File: src/rtl/pcs_pkg.sv
// Shared types and constants for the PID controller with slew and settle logic.
// Used by every module of the block; depends on nothing.
package pcs_pkg;

  localparam int unsigned UpdateMsDef = 10;
  localparam int SmoothQ8 = 128;

  localparam int ErrW = 32;
  localparam int DiffW = 33;
  localparam int GainW = 24;
  localparam int LimW = 20;
  localparam int BandW = 31;
  localparam int CntW = 20;
  localparam int IntegW = 22;
  localparam int DerivW = 40;
  localparam int DriveW = 21;
  localparam int AccW = 64;
  localparam int CfgIdxW = 3;
  localparam int CfgDataW = 31;

  localparam logic [CntW-1:0] CntMax = '1;

  localparam logic [CfgIdxW-1:0] CfgPGain = 3'd0;
  localparam logic [CfgIdxW-1:0] CfgIGain = 3'd1;
  localparam logic [CfgIdxW-1:0] CfgDGain = 3'd2;
  localparam logic [CfgIdxW-1:0] CfgOutLimit = 3'd3;
  localparam logic [CfgIdxW-1:0] CfgSlewLimit = 3'd4;
  localparam logic [CfgIdxW-1:0] CfgSettleBand = 3'd5;
  localparam logic [CfgIdxW-1:0] CfgSettleMs = 3'd6;
  localparam logic [CfgIdxW-1:0] CfgTimeoutMs = 3'd7;

  typedef struct packed {
    logic signed [ErrW-1:0] error_sample;
    logic                   restart;
  } pcs_in_t;

  typedef struct packed {
    logic signed [DriveW-1:0] drive;
    logic                     done_res;
  } pcs_out_t;

  typedef struct packed {
    logic                  start;
    logic                  clr;
    logic [AccW-1:0]       opnd;
    logic [GainW-1:0]      mult;
  } pcs_mac_cmd_t;

  typedef enum logic [2:0] {
    S_IDLE, S_DIV, S_FILT, S_MP, S_MI, S_MD, S_CLAMP, S_FIN
  } pcs_state_e;

endpackage

File: src/rtl/pid_controller_slew_settle.sv
// PID controller with filtered derivative, clamped integral, output clamp, slew limit and settle/timeout.
// The result beat is offered after the input beat is taken and passes 33 divider steps,
// a filter step, three 24-step passes of the serial multiply-accumulate, a clamp step and
// an output step. The next input beat can be taken in the cycle the result is offered; no
// item enters before the last is through; a stalled result holds the next in its last step.
// Reset clears loop state and loads register defaults. Depends on pcs_pkg, pcs_div, pcs_mac.
module pid_controller_slew_settle import pcs_pkg::*; #(
  parameter int unsigned UPDATE_MS = UpdateMsDef
) (
  input  logic                clk_i,
  input  logic                rst_ni,
  input  logic                in_valid_i,
  output logic                in_ready_o,
  input  pcs_in_t             in_data_i,
  output logic                out_valid_o,
  input  logic                out_ready_i,
  output pcs_out_t            out_data_o,
  input  logic                cfg_we_i,
  input  logic [CfgIdxW-1:0]  cfg_idx_i,
  input  logic [CfgDataW-1:0] cfg_data_i
);

  localparam logic signed [45:0] UpdC = 46'(UPDATE_MS);
  localparam logic signed [49:0] SmoothC = 50'(SmoothQ8);
  localparam logic signed [49:0] KeepC = 50'(256 - SmoothQ8);
  localparam logic [CntW:0] UpdCnt = (CntW + 1)'(UPDATE_MS);

  pcs_state_e state_q, state_d;

  logic [GainW-1:0] p_gain_q, i_gain_q, d_gain_q;
  logic [LimW-1:0]  lim_q, slew_q;
  logic [BandW-1:0] band_q;
  logic [CntW-1:0]  settle_ms_q, timeout_q;

  logic signed [ErrW-1:0]   e_q, last_error_q;
  logic signed [IntegW-1:0] integ_q;
  logic signed [DerivW-1:0] df_q;
  logic signed [DriveW-1:0] last_drive_q;
  logic [CntW-1:0]          elapsed_q, settled_q;
  logic                     neg_q;
  logic signed [IntegW-1:0] tc_q;
  pcs_out_t                 out_q;
  logic                     out_valid_q;

  logic                   in_acc, out_free, div_done, mac_done;
  logic signed [ErrW-1:0] le_eff;
  logic signed [DiffW-1:0] diff;
  logic [DiffW-1:0]       diff_mag, quo;
  logic [AccW-1:0]        acc;
  pcs_mac_cmd_t           mac_cmd;

  logic signed [33:0]     raw;
  logic signed [49:0]     f_sum;
  logic signed [33:0]     es;
  logic signed [45:0]     iprod, isum, lim46;
  logic signed [IntegW-1:0] integ_new;
  logic signed [AccW-1:0] tgt, lim64;
  logic signed [IntegW-1:0] tc_new;
  logic [CntW:0]          el_sum, st_sum;
  logic [DiffW-1:0]       e_mag;
  logic signed [22:0]     ld23, sl23, hi, lo, tc23, drv;

  assign in_ready_o = (state_q == S_IDLE);
  assign in_acc     = in_valid_i && in_ready_o;
  assign out_free   = !out_valid_q || out_ready_i;

  assign le_eff   = in_data_i.restart ? '0 : last_error_q;
  assign diff     = DiffW'(in_data_i.error_sample) - DiffW'(le_eff);
  assign diff_mag = diff[DiffW-1] ? DiffW'(-diff) : DiffW'(diff);

  pcs_div #(.UPDATE_MS(UPDATE_MS)) u_div (
    .clk_i, .rst_ni, .start_i(in_acc), .dividend_i(diff_mag),
    .done_o(div_done), .quotient_o(quo)
  );

  pcs_mac u_mac (
    .clk_i, .rst_ni, .cmd_i(mac_cmd), .done_o(mac_done), .acc_o(acc)
  );

  always_comb begin
    raw   = neg_q ? -34'(quo) : 34'(quo);
    f_sum = 50'(df_q) * SmoothC + 50'(raw) * KeepC;
    es    = 34'(e_q) + 34'(last_error_q);
    iprod = 46'(es) * UpdC;
    isum  = 46'(integ_q) + (iprod >>> 1);
    lim46 = 46'({1'b0, lim_q});
    if (isum > lim46) begin
      integ_new = IntegW'(lim46);
    end else if (isum < -lim46) begin
      integ_new = IntegW'(-lim46);
    end else begin
      integ_new = IntegW'(isum);
    end
    tgt   = $signed(acc) >>> 16;
    lim64 = AccW'({1'b0, lim_q});
    if (tgt > lim64) begin
      tc_new = IntegW'(lim64);
    end else if (tgt < -lim64) begin
      tc_new = IntegW'(-lim64);
    end else begin
      tc_new = IntegW'(tgt);
    end
    el_sum = {1'b0, elapsed_q} + UpdCnt;
    st_sum = {1'b0, settled_q} + UpdCnt;
    e_mag  = e_q[ErrW-1] ? DiffW'(-DiffW'(e_q)) : DiffW'(e_q);
    ld23   = 23'(last_drive_q);
    sl23   = 23'({1'b0, slew_q});
    hi     = ld23 + sl23;
    lo     = ld23 - sl23;
    tc23   = 23'(tc_q);
    if (tc23 > hi) begin
      drv = hi;
    end else if (tc23 < lo) begin
      drv = lo;
    end else begin
      drv = tc23;
    end
  end

  always_comb begin
    state_d       = state_q;
    mac_cmd.start = 1'b0;
    mac_cmd.clr   = 1'b0;
    mac_cmd.opnd  = AccW'(e_q);
    mac_cmd.mult  = p_gain_q;
    case (state_q)
      S_IDLE: begin
        if (in_acc) begin
          state_d = S_DIV;
        end
      end
      S_DIV: begin
        if (div_done) begin
          state_d = S_FILT;
        end
      end
      S_FILT: begin
        mac_cmd.start = 1'b1;
        mac_cmd.clr   = 1'b1;
        state_d       = S_MP;
      end
      S_MP: begin
        if (mac_done) begin
          mac_cmd.start = 1'b1;
          mac_cmd.opnd  = AccW'(integ_q);
          mac_cmd.mult  = i_gain_q;
          state_d       = S_MI;
        end
      end
      S_MI: begin
        if (mac_done) begin
          mac_cmd.start = 1'b1;
          mac_cmd.opnd  = AccW'(df_q);
          mac_cmd.mult  = d_gain_q;
          state_d       = S_MD;
        end
      end
      S_MD: begin
        if (mac_done) begin
          state_d = S_CLAMP;
        end
      end
      S_CLAMP: begin
        state_d = S_FIN;
      end
      S_FIN: begin
        if (out_free) begin
          state_d = S_IDLE;
        end
      end
      default: begin
        state_d = S_IDLE;
      end
    endcase
  end

  always_ff @(posedge clk_i or negedge rst_ni) begin
    if (!rst_ni) begin
      state_q      <= S_IDLE;
      out_valid_q  <= 1'b0;
      p_gain_q     <= '0;
      i_gain_q     <= '0;
      d_gain_q     <= '0;
      lim_q        <= LimW'(786432);
      slew_q       <= '1;
      band_q       <= '0;
      settle_ms_q  <= '0;
      timeout_q    <= '1;
      last_error_q <= '0;
      integ_q      <= '0;
      df_q         <= '0;
      last_drive_q <= '0;
      elapsed_q    <= '0;
      settled_q    <= '0;
    end else begin
      state_q <= state_d;
      if (cfg_we_i) begin
        case (cfg_idx_i)
          CfgPGain:      p_gain_q    <= cfg_data_i[GainW-1:0];
          CfgIGain:      i_gain_q    <= cfg_data_i[GainW-1:0];
          CfgDGain:      d_gain_q    <= cfg_data_i[GainW-1:0];
          CfgOutLimit:   lim_q       <= cfg_data_i[LimW-1:0];
          CfgSlewLimit:  slew_q      <= cfg_data_i[LimW-1:0];
          CfgSettleBand: band_q      <= cfg_data_i[BandW-1:0];
          CfgSettleMs:   settle_ms_q <= cfg_data_i[CntW-1:0];
          CfgTimeoutMs:  timeout_q   <= cfg_data_i[CntW-1:0];
          default: ;
        endcase
      end
      if (state_q == S_FIN && out_free) begin
        out_valid_q <= 1'b1;
      end else if (out_valid_q && out_ready_i) begin
        out_valid_q <= 1'b0;
      end
      if (in_acc && in_data_i.restart) begin
        last_error_q <= '0;
        integ_q      <= '0;
        df_q         <= '0;
        last_drive_q <= '0;
        elapsed_q    <= '0;
        settled_q    <= '0;
      end
      if (state_q == S_FILT) begin
        df_q         <= DerivW'(f_sum >>> 8);
        integ_q      <= integ_new;
        last_error_q <= e_q;
      end
      if (state_q == S_CLAMP) begin
        elapsed_q <= (el_sum > {1'b0, CntMax}) ? CntMax : CntW'(el_sum);
        if (e_mag <= DiffW'(band_q)) begin
          settled_q <= (st_sum > {1'b0, CntMax}) ? CntMax : CntW'(st_sum);
        end else begin
          settled_q <= '0;
        end
      end
      if (state_q == S_FIN && out_free) begin
        last_drive_q <= DriveW'(drv);
      end
    end
  end

  always_ff @(posedge clk_i) begin
    if (in_acc) begin
      e_q   <= in_data_i.error_sample;
      neg_q <= diff[DiffW-1];
    end
    if (state_q == S_CLAMP) begin
      tc_q <= tc_new;
    end
    if (state_q == S_FIN && out_free) begin
      out_q.drive    <= DriveW'(drv);
      out_q.done_res <= (elapsed_q >= timeout_q) || (settled_q >= settle_ms_q);
    end
  end

  assign out_valid_o = out_valid_q;
  assign out_data_o  = out_q;

endmodule

File: src/rtl/pcs_div.sv
// Bit-serial restoring divider by the constant update period.
// Produces one quotient bit per cycle; depends on pcs_pkg.
module pcs_div import pcs_pkg::*; #(
  parameter int unsigned UPDATE_MS = UpdateMsDef
) (
  input  logic             clk_i,
  input  logic             rst_ni,
  input  logic             start_i,
  input  logic [DiffW-1:0] dividend_i,
  output logic             done_o,
  output logic [DiffW-1:0] quotient_o
);

  localparam int RemW = $clog2(UPDATE_MS + 1);
  localparam int CntBits = $clog2(DiffW + 1);
  localparam logic [RemW:0] Divisor = (RemW + 1)'(UPDATE_MS);

  logic [RemW-1:0]    rem_q, rem_d;
  logic [DiffW-1:0]   quo_q, quo_d;
  logic [CntBits-1:0] cnt_q, cnt_d;
  logic [RemW:0]      trial;
  logic               fits;

  always_comb begin
    trial = {rem_q, quo_q[DiffW-1]};
    fits  = trial >= Divisor;
    rem_d = rem_q;
    quo_d = quo_q;
    cnt_d = cnt_q;
    if (start_i) begin
      rem_d = '0;
      quo_d = dividend_i;
      cnt_d = CntBits'(DiffW);
    end else if (cnt_q != '0) begin
      rem_d = fits ? RemW'(trial - Divisor) : RemW'(trial);
      quo_d = {quo_q[DiffW-2:0], fits};
      cnt_d = cnt_q - 1'b1;
    end
  end

  always_ff @(posedge clk_i or negedge rst_ni) begin
    if (!rst_ni) begin
      cnt_q <= '0;
    end else begin
      cnt_q <= cnt_d;
    end
  end

  always_ff @(posedge clk_i) begin
    rem_q <= rem_d;
    quo_q <= quo_d;
  end

  assign done_o     = (cnt_q == CntBits'(1));
  assign quotient_o = quo_q;

endmodule

File: src/rtl/pcs_mac.sv
// Bit-serial multiply-accumulate: one gain bit per cycle into a 64-bit sum.
// Depends on pcs_pkg for the command struct and widths.
module pcs_mac import pcs_pkg::*; (
  input  logic            clk_i,
  input  logic            rst_ni,
  input  pcs_mac_cmd_t    cmd_i,
  output logic            done_o,
  output logic [AccW-1:0] acc_o
);

  localparam int CntBits = $clog2(GainW + 1);

  logic [AccW-1:0]    acc_q, acc_d, opnd_q, opnd_d, addend;
  logic [GainW-1:0]   mult_q, mult_d;
  logic [CntBits-1:0] cnt_q, cnt_d;

  always_comb begin
    addend = (cnt_q != '0 && mult_q[0]) ? opnd_q : '0;
    acc_d  = cmd_i.clr ? '0 : acc_q + addend;
    opnd_d = {opnd_q[AccW-2:0], 1'b0};
    mult_d = {1'b0, mult_q[GainW-1:1]};
    cnt_d  = (cnt_q != '0) ? cnt_q - 1'b1 : cnt_q;
    if (cmd_i.start) begin
      opnd_d = cmd_i.opnd;
      mult_d = cmd_i.mult;
      cnt_d  = CntBits'(GainW);
    end
  end

  always_ff @(posedge clk_i or negedge rst_ni) begin
    if (!rst_ni) begin
      cnt_q <= '0;
    end else begin
      cnt_q <= cnt_d;
    end
  end

  always_ff @(posedge clk_i) begin
    acc_q  <= acc_d;
    opnd_q <= opnd_d;
    mult_q <= mult_d;
  end

  assign done_o = (cnt_q == CntBits'(1));
  assign acc_o  = acc_q;

endmodule

File: config.mk
export PLATFORM = sky130hd
export DESIGN_NAME = pid_controller_slew_settle
export DESIGN_NICKNAME = d
export VERILOG_FILES = /design/src/rtl/pcs_pkg.sv /design/src/rtl/pid_controller_slew_settle.sv /design/src/rtl/pcs_div.sv /design/src/rtl/pcs_mac.sv
export SDC_FILE = /design/constraint.sdc
export NUM_CORES = 2
export LEC_CHECK = 0
export BUFFER_PORTS_ARGS = -buffer_cell sky130_fd_sc_hd__buf_2
export CELL_PAD_IN_SITES_DETAIL_PLACEMENT = 1
export CELL_PAD_IN_SITES_GLOBAL_PLACEMENT = 1
export CORE_ASPECT_RATIO = 1.75
export CORE_MARGIN = 5
export CORE_UTILIZATION = 54
export DETAILED_ROUTE_END_ITERATION = 12
export PLACE_DENSITY = 0.92
export SETUP_SLACK_MARGIN = 0.05
export SYNTH_ARGS = -nofsm -noshare
export SYNTH_HDL_FRONTEND = slang
export SYNTH_SLANG_ARGS = --single-unit
File: constraint.sdc
create_clock -name clk_i -period 18.43 [get_ports clk_i]
set_input_delay 2.7645 -clock clk_i [delete_from_list [all_inputs] [get_ports clk_i]]
set_output_delay 2.7645 -clock clk_i [all_outputs]
set_load 0.005 [all_outputs]
-- Word level (Yosys, flattened, before mapping)
Index checks and enable logic that the tools add are counted.
Widths: inputs -> output; s select.
- register bits: 619
- output and inout port bits: 24
- logic and storage cells: 160
- add/subtract/negate cells: 17
- multiply operators: 1
- order comparisons: 12
- equality and inequality tests: 22
- muxes and demuxes: 49
- reduce and logical (&&, ||, !) cells: 28
- operator list (kind ; count):
    $mux 88 ; 2
    $pmux 88 s2 ; 1
    $mux 20 ; 7
    $mux 33 ; 4
    $mux 64 ; 2
    $mux 22 ; 5
    $mux 32 ; 3
    $mux 21 ; 4
    $mux 40 ; 2
    $add 64x64->64 ; 1
    $lt 48x64->1 ; 1
    $neg 20->64 ; 1
    $add 47x41->48 ; 1
    $gt 48x21->1 ; 1
    $lt 38x46->1 ; 1
    $neg 20->46 ; 1
    $add 20x4->21 const B ; 2
    $gt 21x20->1 const B ; 2
    $ge 20x20->1 ; 2
    $add 22x37->38 ; 1
    $gt 38x21->1 ; 1
    $mul 33x4->37 const B ; 1
    $mux 34 ; 1
    $neg 33->34 ; 1
    other kinds (38) ; 81

-- Longest topological paths before layout
- depth in word-level cells: 7
- mapped depth: 38
- mapped depth without buffers: 37

-- Cells and area by module
Synthesis repeated with hierarchy kept, for this count alone.
- cells, all modules: 5472
- area, all modules: 48868.1 µm²
- modules (own cells, without submodules) (module ; instances ; cells each ; area each (µm²)):
    pid_controller_slew_settle ; 1 ; 4349 ; 38085.3
    pcs_mac ; 1 ; 987 ; 8827.2
    pcs_div ; 1 ; 136 ; 1955.6

-- Worst setup path before layout
Ideal clock, no wire load.
- kind: register to register
- from: reg e_q[0]
- to: reg integ_q[14]
- arrival: 8080 ps
- required time: 18283 ps
- path slack: 10203 ps
- stages on the path, launching flop included: 38
- path buffers: 1
- clock period less this slack: 8227 ps
- path through: edfxtp_1 -> ha_1 -> fa_1 -> a21o_1 -> a21oi_1 -> o21bai_1 -> a211oi_1 -> o31ai_1 -> a31oi_1 -> o31ai_1 -> o41ai_1 -> nor2b_1 -> o21a_1 -> nor2_1 -> xnor2_1 -> ha_1 -> inv_1 -> fa_1 -> [2 not listed] -> and3_1 -> and2_1 -> and4_1 -> a22oi_1 -> a21oi_1 -> a311o_1 -> a21o_1 -> xnor2_1 -> ha_1 -> and4_1 -> nand4_1 -> a221oi_1 -> o311a_1 -> o22ai_1 -> clkbuf_1 -> mux2_2 -> nand3_1 -> o311ai_0
- cells in the longest elaborated chain, start to end: 7
- elaborated cells between the ends (all ways): 8
- RTL lines (item ; line ; text):
    start: declaration ; pid_controller_slew_settle.sv:35 ; logic signed [ErrW-1:0] e_q, last_error_q;
    start signal: assignment ; pid_controller_slew_settle.sv:244 ; e_q <= in_data_i.error_sample;
    $add 32x32->33 (*) ; pid_controller_slew_settle.sv:83 ; es = 34'(e_q) + 34'(last_error_q);
    $mul 33x4->37 (*) ; pid_controller_slew_settle.sv:84 ; iprod = 46'(es) * UpdC;
    $add 22x37->38 (*) ; pid_controller_slew_settle.sv:85 ; isum = 46'(integ_q) + (iprod >>> 1);
    $lt 38x46->1 ; pid_controller_slew_settle.sv:89 ; end else if (isum < -lim46) begin
    $mux 22 ; pid_controller_slew_settle.sv:89 ;
    $mux 22 (*) ; pid_controller_slew_settle.sv:87 ; if (isum > lim46) begin
    $mux 22 (*) ; pid_controller_slew_settle.sv:223 ; if (state_q == S_FILT) begin
    end signal: assignment ; pid_controller_slew_settle.sv:225 ; integ_q <= integ_new;
    end: declaration ; pid_controller_slew_settle.sv:36 ; logic signed [IntegW-1:0] integ_q;
Every way passes the cells marked *; elsewhere a longest branch is shown, timed or not.
A chain may end at the register's enable or synchronous reset.

-- Worst setup path after layout
- from: reg e_q[0]
- to: reg integ_q[4]
Same word-level chain as after synthesis.

==> results.toml <==
[timing]
tightestPinTransition_ns = 1.436
hold_viol_final = 0
clock.fmax_ghz = 0.1025
final_max_slew_viol_count = 0
setup_viol = 0
rsz0062_at_grt = "false"
period_minus_slack_ns = 9.758
setup_ws_ns = 8.672
final.setup.tns_ns = 0
finClkSkew_ns = 0.04820
fin_crit_sh = 0.5295
max_slew_margin = 0.03356

[drt]
vias = 45290
ant_nets = 0
via_per_inst = 6.887
first_pass_iters = 6
drtIter0Drc = 4124
drcViolationCount = 0
totalWireLength_um = 190500
routedWlPerCell_um = 28.97

[clocking]
htreeDepth = 2
clock_sinks = 619
clkTransAtPathRegs_ns = 0.08
cts_repair_resize_count = 0
insertion_delay_ns = 0.73
cts_inserted_buffers = 59
root_buffer = "clkbuf_16"
cts_tree = "yes"
post_cts_buffers = 0
cts.path.max_buffers = 3
ctsHoldBuffers = 0

[synthesis]
synth_fa_ha_area_frac = 0.1613
yosys_warnings = 0
synthMuxAreaShare = 0.05136
synth_ff_type = "dfrtp_1"
synthArstFlopShare = 0.5703
synth_seq_cells = 619
synthSimpleGateAreaFrac = 0.1522
syn_nets = 6020
ys_seq_area_frac = 0.3210
synth_compound_area_frac = 0.2072
synthTopCellsByArea = "dfrtp_1 (16%), ha_1 (15%), edfxtp_1 (6.9%)"
synth_top_cell_by_area = "dfrtp_1"
synthDistinctLibCells = 90
post_synth.cell_area_avg_sq_um = 8.906
netlist.area_leader.share = 0.1632
synth_top_family_by_area = "compound AO/OA/AOI/OAI gates"
synthXorXnorAreaFrac = 0.05913
syn_area_sq_um = 47700
synthesis.instances = 5356
synth_edf_count = 110

[floorplan]
die_w_um = 234.7
core_area_sq_um = 87920
start_util = 0.5425
die_y_um = 403.2
rows = 144
io_pins = 96
dieArea_sq_um = 94610

[flow_run]
maxCapViolCount = 0

[place]
gp_congestion = 0.9372
dpl.hpwl_um = 128000
dpl.cell_count = 6456
numPortBuffers = 95
pre_cts_slack_ns = 8.980

[global_route]
use_met3 = 0.09016
grt_usage = 0.3843
overflow = 0
grt_busiest_layer = "met2"
grt_use_met1 = 0.3830
antenna_found_initial = 14
grt_pass1_wl_um = 288000
grt_max_degree = 94
use_met2 = 0.6690
grt_pass1_vias = 49450

[final_layout]
nFillCells = 10190
fin_nets = 6013
final_cell_count_no_fill = 6577
syn_to_final_growth_pct = 7.966
drive_gt1_frac = 0.09981
final_cell_mix = "ha_1 (554), nor2_1 (392), a21oi_1 (391)"
final_common_cell = "ha_1"

[worst_setup_path]
required_ns = 18.92
critPathMaxStageDelay_ns = 0.56
cp_data_arrival_time_ns = 10.25
cp_slowest_cell = "a211oi_1"
critPathKind = "register to register"
crit_top_cell = "ha_1"
crit_path_max_fanout = 28
worstSetupStartpointType = "register"
end_kind = "register"

[status]
outcome = "completed"

[min_path]
hp-class = "register to register"
kinds of logic after synthesis:
kind of cell,Yosys count
flip-flops,619
adder cells (fa/ha/maj),592
XOR/XNOR,322
buffers and inverters,600
multiplexers,222
AND/OR/NAND/NOR,1477
AO/OA/AOI/OAI,1524
critical path, delay by kind of cell (launching register included):
| family | cells | cell delay [ns] |
|---|---|---|
| compound gates | 17 | 4.10 |
| fa+ha+maj | 6 | 2.14 |
| simple gates | 8 | 1.22 |
| buf+inv | 4 | 0.71 |
| flops | 1 | 0.45 |
| xor+xnor | 2 | 0.42 |
| mux | 1 | 0.39 |
sequential cells by signal, summed over array words and instances (netlist names), 21 cells and up:
register,cells
u_mac.opnd_q,64
i_gain_q,24
d_gain_q,24
u_div.quotient_o,33
u_mac.acc_o,64
u_mac.mult_q,24
last_error_q,32
band_q,31
out_data_o,22
tc_q,22
last_drive_q,21
integ_q,22
p_gain_q,24
df_q,40
e_q,32
synthesized netlist by cell type (20+ instances only):
cell,count
edfxtp_1,110
a21o_1,210
nor2b_1,69
and2_1,95
fa_1,38
o31ai_1,40
ha_1,554
mux2_2,182
a21oi_1,395
buf_1,31
and3_1,35
clkbuf_1,178
a22o_1,54
nor2_1,394
or3_1,36
dfxtp_1,156
o311ai_0,21
nor4_1,31
dfstp_2,42
dfrtp_1,311
a211oi_1,39
o21ai_0,335
o22ai_1,23
mux2i_1,40
o21a_1,81
a22oi_1,56
nand2b_1,110
nand3_1,80
xnor2_1,234
o211ai_1,20
inv_1,383
o21bai_1,33
a31oi_1,45
nand2_1,376
nand4_1,82
nor3_1,84
a221oi_1,23
xor2_1,88
layer usage:
metal / wire (um) / part of all wire
met1: 62770 / 0.33
met2: 92280 / 0.48
met3: 14210 / 0.075
met4: 21200 / 0.11
met5: 65 / 0.00034
layout make-up:
type	instances	area, sq um	area share
tap	1168	1461	0.02838
timing repair buffer	149	890.9	0.01730
antenna	9	22.52	0.0004373
sequential	619	15310	0.2973
inverter	383	1438	0.02792
clock buffer	83	1754	0.03406
clock inverter	29	381.6	0.007410
multi-input combinational	4137	30240	0.5872
stage by stage:
step	util	instance area, sq um	hold WS, ns
floorplan	-	47700	0.4167
global placement	0.5612	49340	0.4387
detailed placement	0.5612	49340	0.4428
CTS	0.5855	51480	0.4588
global route	0.5855	51480	0.4724
finish	0.5857	51500	0.4543
worst paths after layout:
check | startpoint | endpoint | slack (ns) | cells after the start
min in group asynchronous | rst_ni | u_mac.cnt_q[2] | 2.09 | 1
max in group asynchronous | rst_ni | band_q[30] | 12.85 | 4
hold reg to reg | u_mac.opnd_q[41] | u_mac.opnd_q[42] | 0.45 | 1
hold / removal | u_mac.opnd_q[41] | u_mac.opnd_q[42] | 0.45 | 1
setup / recovery | e_q[0] | integ_q[4] | 8.67 | 38
setup reg to reg | e_q[0] | integ_q[4] | 8.67 | 38
Power is not shown: default switching activity piles up to over one toggle a cycle in this logic, so the estimate is an artifact.
